[src/hw/rtl/staw_pkg.sv]
// Shared types and constants of the strided tensor address walker.
package staw_pkg;

	localparam int NDIM        = 3;
	localparam int IDX_W       = 16;
	localparam int CNT_W       = 48;
	localparam int DATA_W      = 32;
	localparam int ADDR_W      = 32;
	localparam int STRIDE_W    = 32;
	localparam int CFG_DATA_W  = 32;
	localparam int CFG_IDX_W   = 3;
	localparam int QUEUE_DEPTH = 4;

	typedef enum logic [CFG_IDX_W-1:0] {
		REG_EXTENT_OUTER  = 3'd0,
		REG_EXTENT_MIDDLE = 3'd1,
		REG_EXTENT_INNER  = 3'd2,
		REG_STRIDE_OUTER  = 3'd3,
		REG_STRIDE_MIDDLE = 3'd4,
		REG_STRIDE_INNER  = 3'd5,
		REG_BASE_OFFSET   = 3'd6
	} cfg_reg_t;

	// Extents, index 0 is the outermost dimension.
	typedef struct packed {
		logic [NDIM-1:0][IDX_W-1:0] extent;
	} extent_cfg_t;

	typedef struct packed {
		logic [NDIM-1:0][STRIDE_W-1:0] stride;
		logic [ADDR_W-1:0]             base;
	} addr_cfg_t;

	// Fields that ride along with an element to the output.
	typedef struct packed {
		logic [CNT_W-1:0]  lin;
		logic              last;
		logic [DATA_W-1:0] value;
	} tag_t;

	// One classified element, as queued between front and back.
	typedef struct packed {
		logic [NDIM-1:0][IDX_W-1:0] idx;
		tag_t                       tag;
	} walk_t;

endpackage

[src/hw/rtl/staw_stream_if.sv]
// Valid/ready stream interfaces for walker items and results.
interface staw_item_if;
	logic                       valid;
	logic                       ready;
	logic                       restart;
	logic [staw_pkg::DATA_W-1:0] element_value;

	modport source (output valid, output restart, output element_value, input ready);
	modport sink (input valid, input restart, input element_value, output ready);
	modport monitor (input valid, input restart, input element_value, input ready);
endinterface

interface staw_result_if;
	logic                        valid;
	logic                        ready;
	logic [staw_pkg::ADDR_W-1:0] strided_address;
	logic [staw_pkg::CNT_W-1:0]  linear_index;
	logic [staw_pkg::DATA_W-1:0] value_out;
	logic                        last_element;

	modport source (output valid, output strided_address, output linear_index,
		output value_out, output last_element, input ready);
	modport sink (input valid, input strided_address, input linear_index,
		input value_out, input last_element, output ready);
	modport monitor (input valid, input strided_address, input linear_index,
		input value_out, input last_element, input ready);
endinterface

[src/hw/rtl/staw_front.sv]
// Front end: accepts items, steps the index counters and classifies each element.
module staw_front #(
	parameter int DIMS        = 3,
	parameter int EXTENT_BITS = 16
) (
	input  logic                  clk,
	input  logic                  arst_n,
	input  staw_pkg::extent_cfg_t ext_cfg,
	staw_item_if.sink             item,
	input  logic                  q_full,
	output logic                  q_push,
	output staw_pkg::walk_t       q_entry
);
	import staw_pkg::*;

	localparam int EW = (EXTENT_BITS < IDX_W) ? EXTENT_BITS : IDX_W;
	localparam logic [IDX_W-1:0] EXT_MASK = IDX_W'((32'd1 << EW) - 32'd1);
	localparam int FIRST_ACTIVE = NDIM - DIMS;

	logic [NDIM-1:0][IDX_W-1:0] idx_q;
	logic [CNT_W-1:0]           lin_q;

	logic [NDIM-1:0][IDX_W-1:0] cur;
	logic [NDIM-1:0][IDX_W-1:0] ext_eff;
	logic [NDIM-1:0][IDX_W-1:0] nxt;
	logic [NDIM-1:0]            at_end;
	logic [CNT_W-1:0]           lin_cur;
	logic [CNT_W-1:0]           lin_nxt;
	logic                       wrap;

	// Classify the element and work out the next position with carry.
	always_comb begin
		logic [IDX_W-1:0] masked;
		logic             carry;
		masked = '0;
		carry  = 1'b1;
		for (int d = 0; d < NDIM; d++) begin
			masked = ext_cfg.extent[d] & EXT_MASK;
			if (d < FIRST_ACTIVE || masked == '0) begin
				ext_eff[d] = IDX_W'(1);
			end else begin
				ext_eff[d] = masked;
			end
			if (item.restart || d < FIRST_ACTIVE) begin
				cur[d] = '0;
			end else begin
				cur[d] = idx_q[d];
			end
			at_end[d] = ({1'b0, cur[d]} + (IDX_W+1)'(1)) >= {1'b0, ext_eff[d]};
		end
		for (int k = NDIM - 1; k >= 0; k--) begin
			if (!carry) begin
				nxt[k] = cur[k];
			end else if (at_end[k]) begin
				nxt[k] = '0;
			end else begin
				nxt[k] = cur[k] + IDX_W'(1);
				carry  = 1'b0;
			end
		end
		wrap    = carry;
		lin_cur = item.restart ? '0 : lin_q;
		lin_nxt = wrap ? '0 : lin_cur + CNT_W'(1);
	end

	assign item.ready = !q_full;
	assign q_push     = item.valid && !q_full;

	assign q_entry.idx       = cur;
	assign q_entry.tag.lin   = lin_cur;
	assign q_entry.tag.last  = &at_end;
	assign q_entry.tag.value = item.element_value;

	// Advance the walk on every accepted beat.
	always_ff @(posedge clk or negedge arst_n) begin
		if (!arst_n) begin
			idx_q <= '0;
			lin_q <= '0;
		end else if (q_push) begin
			idx_q <= nxt;
			lin_q <= lin_nxt;
		end
	end

endmodule

[src/hw/rtl/staw_queue.sv]
// Short FIFO that decouples the front end from the address pipeline.
module staw_queue (
	input  logic            clk,
	input  logic            arst_n,
	input  logic            push,
	input  staw_pkg::walk_t push_data,
	output logic            full,
	input  logic            pop,
	output logic            head_valid,
	output staw_pkg::walk_t head_data
);
	import staw_pkg::*;

	localparam int PTR_W = $clog2(QUEUE_DEPTH);
	localparam int CNT_QW = $clog2(QUEUE_DEPTH + 1);

	walk_t             mem [QUEUE_DEPTH];
	logic [PTR_W-1:0]  wr_ptr_q;
	logic [PTR_W-1:0]  rd_ptr_q;
	logic [CNT_QW-1:0] count_q;

	assign full       = count_q == CNT_QW'(QUEUE_DEPTH);
	assign head_valid = count_q != '0;
	assign head_data  = mem[rd_ptr_q];

	// Store the pushed entry.
	always_ff @(posedge clk) begin
		if (push) begin
			mem[wr_ptr_q] <= push_data;
		end
	end

	// Move pointers and occupancy.
	always_ff @(posedge clk or negedge arst_n) begin
		if (!arst_n) begin
			wr_ptr_q <= '0;
			rd_ptr_q <= '0;
			count_q  <= '0;
		end else begin
			if (push) begin
				wr_ptr_q <= (wr_ptr_q == PTR_W'(QUEUE_DEPTH - 1)) ? '0 : wr_ptr_q + PTR_W'(1);
			end
			if (pop) begin
				rd_ptr_q <= (rd_ptr_q == PTR_W'(QUEUE_DEPTH - 1)) ? '0 : rd_ptr_q + PTR_W'(1);
			end
			if (push && !pop) begin
				count_q <= count_q + CNT_QW'(1);
			end else if (pop && !push) begin
				count_q <= count_q - CNT_QW'(1);
			end
		end
	end

endmodule

[src/hw/rtl/staw_back.sv]
// Back end: three-stage pipeline that turns indices into a strided address.
module staw_back #(
	parameter int ADDR_BITS = 32
) (
	input  logic                clk,
	input  logic                arst_n,
	input  staw_pkg::addr_cfg_t addr_cfg,
	input  logic                q_valid,
	input  staw_pkg::walk_t     q_entry,
	output logic                q_pop,
	staw_result_if.source       result
);
	import staw_pkg::*;

	localparam int AW = (ADDR_BITS < ADDR_W) ? ADDR_BITS : ADDR_W;
	localparam int PW = IDX_W + STRIDE_W;

	logic                  adv;
	logic [NDIM-1:0][PW-1:0] prod;

	logic                  v_s1, v_s2, v_s3;
	tag_t                  tag_s1, tag_s2, tag_s3;
	logic [NDIM-1:0][AW-1:0] prod_s1;
	logic [AW-1:0]         sum_a_s2, sum_b_s2;
	logic [AW-1:0]         addr_s3;

	// Whole pipeline moves when the output register is free or being drained.
	assign adv   = !v_s3 || result.ready;
	assign q_pop = q_valid && adv;

	// Form index-times-stride terms.
	always_comb begin
		for (int d = 0; d < NDIM; d++) begin
			prod[d] = q_entry.idx[d] * addr_cfg.stride[d];
		end
	end

	// Advance valid bits.
	always_ff @(posedge clk or negedge arst_n) begin
		if (!arst_n) begin
			v_s1 <= 1'b0;
			v_s2 <= 1'b0;
			v_s3 <= 1'b0;
		end else if (adv) begin
			v_s1 <= q_valid;
			v_s2 <= v_s1;
			v_s3 <= v_s2;
		end
	end

	// Register products, then partial sums, then the final address.
	always_ff @(posedge clk) begin
		if (adv) begin
			for (int d = 0; d < NDIM; d++) begin
				prod_s1[d] <= prod[d][AW-1:0];
			end
			tag_s1   <= q_entry.tag;
			sum_a_s2 <= prod_s1[0] + prod_s1[1];
			sum_b_s2 <= prod_s1[2] + addr_cfg.base[AW-1:0];
			tag_s2   <= tag_s1;
			addr_s3  <= sum_a_s2 + sum_b_s2;
			tag_s3   <= tag_s2;
		end
	end

	assign result.valid           = v_s3;
	assign result.strided_address = ADDR_W'(addr_s3);
	assign result.linear_index    = tag_s3.lin;
	assign result.value_out       = tag_s3.value;
	assign result.last_element    = tag_s3.last;

endmodule

[src/hw/rtl/strided_tensor_address_walker_unit.sv]
// Top level of the strided tensor address walker: registers, front, queue, back.
//
//   channel  dir  handshake      payload
//   item     in   valid/ready    restart, element_value
//   result   out  valid/ready    strided_address, linear_index, value_out, last_element
//   cfg      in   cfg_we only    cfg_index, cfg_data
//
// One item per clock while results are taken; the index walk in the front end closes its
// carry combinationally. An accepted item passes the queue and three address stages.
// Reset clears the counters and loads the register reset values; no clearing pass.
// A stalled result freezes the three-stage address pipeline; the front keeps accepting
// until the four-entry queue is full.
module strided_tensor_address_walker_unit #(
	parameter int DIMS        = 3,
	parameter int EXTENT_BITS = 16,
	parameter int ADDR_BITS   = 32
) (
	input  logic                             clk,
	input  logic                             arst_n,
	input  logic                             cfg_we,
	input  logic [staw_pkg::CFG_IDX_W-1:0]   cfg_index,
	input  logic [staw_pkg::CFG_DATA_W-1:0]  cfg_data,
	staw_item_if.sink                        item,
	staw_result_if.source                    result
);
	import staw_pkg::*;

	extent_cfg_t ext_cfg_q;
	addr_cfg_t   addr_cfg_q;

	logic  q_push, q_full, q_pop, q_valid;
	walk_t q_entry, q_head;

	// Hold the configuration registers; unknown indexes are dropped.
	always_ff @(posedge clk or negedge arst_n) begin
		if (!arst_n) begin
			ext_cfg_q.extent  <= {NDIM{IDX_W'(1)}};
			addr_cfg_q.stride <= {STRIDE_W'(1), STRIDE_W'(0), STRIDE_W'(0)};
			addr_cfg_q.base   <= '0;
		end else if (cfg_we) begin
			unique case (cfg_reg_t'(cfg_index))
				REG_EXTENT_OUTER:  ext_cfg_q.extent[0]  <= cfg_data[IDX_W-1:0];
				REG_EXTENT_MIDDLE: ext_cfg_q.extent[1]  <= cfg_data[IDX_W-1:0];
				REG_EXTENT_INNER:  ext_cfg_q.extent[2]  <= cfg_data[IDX_W-1:0];
				REG_STRIDE_OUTER:  addr_cfg_q.stride[0] <= cfg_data[STRIDE_W-1:0];
				REG_STRIDE_MIDDLE: addr_cfg_q.stride[1] <= cfg_data[STRIDE_W-1:0];
				REG_STRIDE_INNER:  addr_cfg_q.stride[2] <= cfg_data[STRIDE_W-1:0];
				REG_BASE_OFFSET:   addr_cfg_q.base      <= cfg_data[ADDR_W-1:0];
				default: begin
				end
			endcase
		end
	end

	staw_front #(
		.DIMS        (DIMS),
		.EXTENT_BITS (EXTENT_BITS)
	) u_front (
		.clk     (clk),
		.arst_n  (arst_n),
		.ext_cfg (ext_cfg_q),
		.item    (item),
		.q_full  (q_full),
		.q_push  (q_push),
		.q_entry (q_entry)
	);

	staw_queue u_queue (
		.clk        (clk),
		.arst_n     (arst_n),
		.push       (q_push),
		.push_data  (q_entry),
		.full       (q_full),
		.pop        (q_pop),
		.head_valid (q_valid),
		.head_data  (q_head)
	);

	staw_back #(
		.ADDR_BITS (ADDR_BITS)
	) u_back (
		.clk      (clk),
		.arst_n   (arst_n),
		.addr_cfg (addr_cfg_q),
		.q_valid  (q_valid),
		.q_entry  (q_head),
		.q_pop    (q_pop),
		.result   (result)
	);

endmodule

[src/flat_wrapper.sv]
// flat-port wrapper written by rule: the top's interface ports become plain ports
module strided_tensor_address_walker_unit_flat import staw_pkg::*;
#(
	parameter int DIMS        = 3,
	parameter int EXTENT_BITS = 16,
	parameter int ADDR_BITS   = 32
)
  (clk, arst_n, cfg_we, cfg_index, cfg_data, item_valid, item_restart, item_element_value, item_ready, result_valid, result_strided_address, result_linear_index, result_value_out, result_last_element, result_ready);
  staw_item_if item_i ();
  staw_result_if result_i ();
  input  logic clk;
  input  logic arst_n;
  input  logic cfg_we;
  input  logic [staw_pkg::CFG_IDX_W-1:0] cfg_index;
  input  logic [staw_pkg::CFG_DATA_W-1:0] cfg_data;
  input wire logic [$bits(item_i.valid)-1:0] item_valid;
  input wire logic [$bits(item_i.restart)-1:0] item_restart;
  input wire logic [$bits(item_i.element_value)-1:0] item_element_value;
  output wire logic [$bits(item_i.ready)-1:0] item_ready;
  output wire logic [$bits(result_i.valid)-1:0] result_valid;
  output wire logic [$bits(result_i.strided_address)-1:0] result_strided_address;
  output wire logic [$bits(result_i.linear_index)-1:0] result_linear_index;
  output wire logic [$bits(result_i.value_out)-1:0] result_value_out;
  output wire logic [$bits(result_i.last_element)-1:0] result_last_element;
  input wire logic [$bits(result_i.ready)-1:0] result_ready;
  assign item_i.valid = item_valid;
  assign item_i.restart = item_restart;
  assign item_i.element_value = item_element_value;
  assign item_ready = item_i.ready;
  assign result_valid = result_i.valid;
  assign result_strided_address = result_i.strided_address;
  assign result_linear_index = result_i.linear_index;
  assign result_value_out = result_i.value_out;
  assign result_last_element = result_i.last_element;
  assign result_i.ready = result_ready;
  strided_tensor_address_walker_unit #(.DIMS(DIMS), .EXTENT_BITS(EXTENT_BITS), .ADDR_BITS(ADDR_BITS)) u_core (.clk(clk), .arst_n(arst_n), .cfg_we(cfg_we), .cfg_index(cfg_index), .cfg_data(cfg_data), .item(item_i), .result(result_i));
endmodule
[config.mk]
export PLATFORM = sky130hd
export DESIGN_NAME = strided_tensor_address_walker_unit_flat
export DESIGN_NICKNAME = d
export VERILOG_FILES = /design/src/hw/rtl/staw_pkg.sv /design/src/hw/rtl/staw_stream_if.sv /design/src/hw/rtl/staw_front.sv /design/src/hw/rtl/staw_queue.sv /design/src/hw/rtl/staw_back.sv /design/src/hw/rtl/strided_tensor_address_walker_unit.sv /design/src/flat_wrapper.sv
export SDC_FILE = /design/constraint.sdc
export NUM_CORES = 2
export LEC_CHECK = 0
export BUFFER_PORTS_ARGS = -buffer_cell sky130_fd_sc_hd__buf_2
export CAP_MARGIN = 40
export CORE_ASPECT_RATIO = 1.5
export CORE_MARGIN = 10
export CORE_UTILIZATION = 30
export CTS_CLUSTER_DIAMETER = 50
export DETAILED_ROUTE_END_ITERATION = 8
export GPL_TIMING_DRIVEN = 0
export SYNTH_ARGS = -nofsm -noshare
export SYNTH_HDL_FRONTEND = slang
export SYNTH_SLANG_ARGS = --single-unit
[constraint.sdc]
create_clock -name clk -period 22.8 [get_ports clk]
set_input_delay 2.28 -clock clk [delete_from_list [all_inputs] [get_ports clk]]
set_output_delay 2.28 -clock clk [all_outputs]
set_load 0.005 [all_outputs]
==> out/qor.yml <==
sta:
  fin_skew_ps: 76.3
  setup_tns_ps: 0
  tightest_slew_ps: 998
  setup_viol: 0
  min_period_ps: 9710
  slew_violations: 0
  finalHoldViolCount: 0
  min_period_over_period_pct: 42.6
  rsz0062_at_grt: "false"
  max_freq_mhz: 103
  slew_headroom_pct: 33.5
worst_hold_path:
  min_path_cells: 0
  worstHoldPathType: "reg -> reg"
final_layout:
  nNetsFinal: 8822
  multiInputGateArea_um2: 43800
  final_layout_size_suffix_gt1_share_pct: 10.1
  ff_latch_area_um2: 35600
  areaGrowthSynthToFinish_pct: 13.5
  n_fill_cell: 27900
grt:
  grtUsageTotal_pct: 16.2
  grt_max_degree: 130
  overflow: 0
  grt_pass1_wl_mm: 374
  antenna_found_initial: 30
  grt_pass1_vias: 60000
status:
  outcome: "complete, no violations"
synth:
  synth_nets: 8455
  ys_seq_area_share_pct: 42.1
  ys_seq_elements: 1233
  netlist_area_um2: 84600
  synth_area_per_cell_um2: 11.9
  synth_top_cell_area_share_pct: 33.8
  syn_inst: 7120
  synth_top_area_cell: "edfxtp_1"
  synthFlopType: "edfxtp_1"
  yosysUniqueCellTypes: 81
  async_reset_ff_share_pct: 22.9
  synth_edf_count: 951
  synthTopCellsByArea: "edfxtp_1, fa_1, dfrtp_1, ha_1, inv_1"
  ys_warn_count: 0
critical_path:
  crit_top_cell: "fa_1"
  end_kind: "flop"
  slowest_stage: "clkbuf_1"
  cp.arrival_ps: 10280
  crit_fanout: 10
  critPathKind: "reg -> reg"
  startpoint_type: "flop"
  crit_buf_inv: 8
  path_delay_family: "adder cells"
  r2r_cells: 27
  worst_path_largest_cell_delay_ps: 570
  crit_cells: 27
  cp.required_ps: 23370
placement:
  globalplace.congestion: 0.943
  place_hpwl_mm: 193
  io_buffers: 185
clock_tree:
  cts_tree: "yes"
  cts_resized: 0
  htreeDepth: 4
  clock_latency_ps: 830
  cts.sink_count: 1233
  clkSlewWorstSetupHoldPaths_ps: 60
  ctsHoldBuffers: 0
  clockBufferDepth: 3
  cts_inserted_buffers: 152
  post_cts.repair.setup_buffers: 0
  root_buffer: "clkbuf_16"
die:
  die_h_um: 670
  rows: 238
  start_util_pct: 30.1
  fp.dieW_um: 454
  core_um2: 281000
  ios: 188
  die-area_um2: 304000
detailed_routing:
  wl_per_cell_um: 21.8
  wirelength_mm: 247
  ant_nets: 0
  routed_via_density: 4.83
  dr.pass1.iters: 8
  first_iter_violations: 3665
  drc: 0
  vias: 54900
job:
  maxCapViolCount: 0
-- synth_stat cells (all sizes together) (14+ instances only) --
cell type / n
nor2: 149
mux4: 129
a21oi: 168
buf: 35
dfrtp: 278
xor2: 70
nand2b: 24
nand4: 34
xnor2: 215
and2: 449
a21o: 81
a22o: 15
or3: 14
o21bai: 28
o21ai: 213
clkbuf: 244
o31ai: 25
a31oi: 19
o21a: 35
nand3: 69
inv: 1102
and4: 15
mux2: 134
nor4: 21
edfxtp: 951
and3: 43
a211oi: 19
ha: 346
nand2: 971
nor3: 43
nor2b: 109
fa: 916
o211ai: 15
-- worst register-to-register path, cell delays in order (launching register included) --
cell and delay, ps:
dfrtp_1 350, buf_2 310, buf_2 490, buf_2 550, mux4_2 410, clkbuf_1 500, clkbuf_1 570, nand2_1 160
fa_1 510, fa_1 480, fa_1 550, inv_1 50, fa_1 500, fa_1 510, inv_1 50, fa_1 480
inv_1 40, ha_1 370, a21o_1 220, a21oi_1 380, nand3_1 140, a41o_1 280, a311oi_1 560, o21ai_0 180
o211a_1 190, a211oi_1 240, o21bai_1 100, xnor2_1 300
-- final cells by class --
| class | instances | area share [%] |
|---|---|---|
| diodes | 14 | 0.0365 |
| plain buffers | 279 | 1.12 |
| clock buffers | 177 | 4.16 |
| clock inverters | 108 | 1.31 |
| inverters | 1102 | 4.32 |
| multi-input cells | 4506 | 45.6 |
| flip-flops and latches | 1233 | 37.1 |
| well taps | 3720 | 4.85 |
| repair buffers | 213 | 1.54 |
-- cells by family after synthesis --
family | after synthesis | synth area share [%]
adders and majority gates | 1262 | 26.8
AOI/OAI and AO/OA | 715 | 5.40
and+or+nand+nor | 1974 | 11.3
muxes | 270 | 5.30
xor gates and xnor gates | 285 | 2.95
buffers and inverters | 1381 | 6.17
DFF | 1233 | 42.1
-- worst paths after layout --
| path | start | endpoint | slack, ps |
|---|---|---|---|
| setup / recovery | u_core.u_queue.rd_ptr_q[0] | u_core.u_back.prod_s1[89] | 13090 |
| hold / removal | u_core.u_back.tag_s1[68] | u_core.u_back.tag_s2[68] | 410 |
| setup reg to reg | u_core.u_queue.rd_ptr_q[0] | u_core.u_back.prod_s1[89] | 13090 |
| hold reg to reg | u_core.u_back.tag_s1[68] | u_core.u_back.tag_s2[68] | 410 |
| max in group asynchronous | arst_n | u_core.addr_cfg_q[16] | 19810 |
| min in group asynchronous | arst_n | u_core.u_front.lin_q[12] | 1390 |
-- per-layer routing --
layer	GRT usage, %	wire length (um)
met3	3.52	15200
met1	18.4	92900
met5	0	119
met4	8.02	14000
met2	28.4	125000
-- per-stage QoR --
step / setup WS [ps] / instances / instance area, um2 / hold WS (ps) / utilization, %
floorplan: 11230 / 7120 / 84600 / 400 / -
global route: 12540 / 11300 / 96000 / 414 / 34.2
global placement: 6700 / 11000 / 90200 / 402 / 32.1
detailed placement: 12830 / 11100 / 90700 / 405 / 32.3
CTS: 12830 / 11300 / 96000 / 409 / 34.2
finish: 13090 / 11400 / 96000 / 411 / 34.2
-- state kept, by name, summed over array words and instances, names as in the netlist, 48 cells and up --
signal                             flops
u_core.u_queue.mem                   516
u_core.addr_cfg_q                    128
u_core.u_back.prod_s1                 96
u_core.u_back.tag_s1                  81
u_core.u_back.tag_s2                  81
u_core.ext_cfg_q                      48
u_core.u_back.result.linear_index     48
u_core.u_front.idx_q                  48
u_core.u_front.lin_q                  48
-- cell usage in the layout (no fill, tap or decap), types with 129 or more instances in the layout --
| cell | n |
|---|---|
| a21oi_1 | 166 |
| and2_1 | 449 |
| buf_2 | 203 |
| clkbuf_1 | 262 |
| clkbuf_16 | 154 |
| dfrtp_1 | 278 |
| edfxtp_1 | 951 |
| fa_1 | 916 |
| ha_1 | 346 |
| inv_1 | 1100 |
| mux2_2 | 134 |
| mux4_2 | 129 |
| nand2_1 | 971 |
| nor2_1 | 148 |
| o21ai_0 | 211 |
| xnor2_1 | 215 |
Power is left out: the tool's default activity adds up to more than one toggle a clock period on the data nets, which glitch-free logic cannot reach.
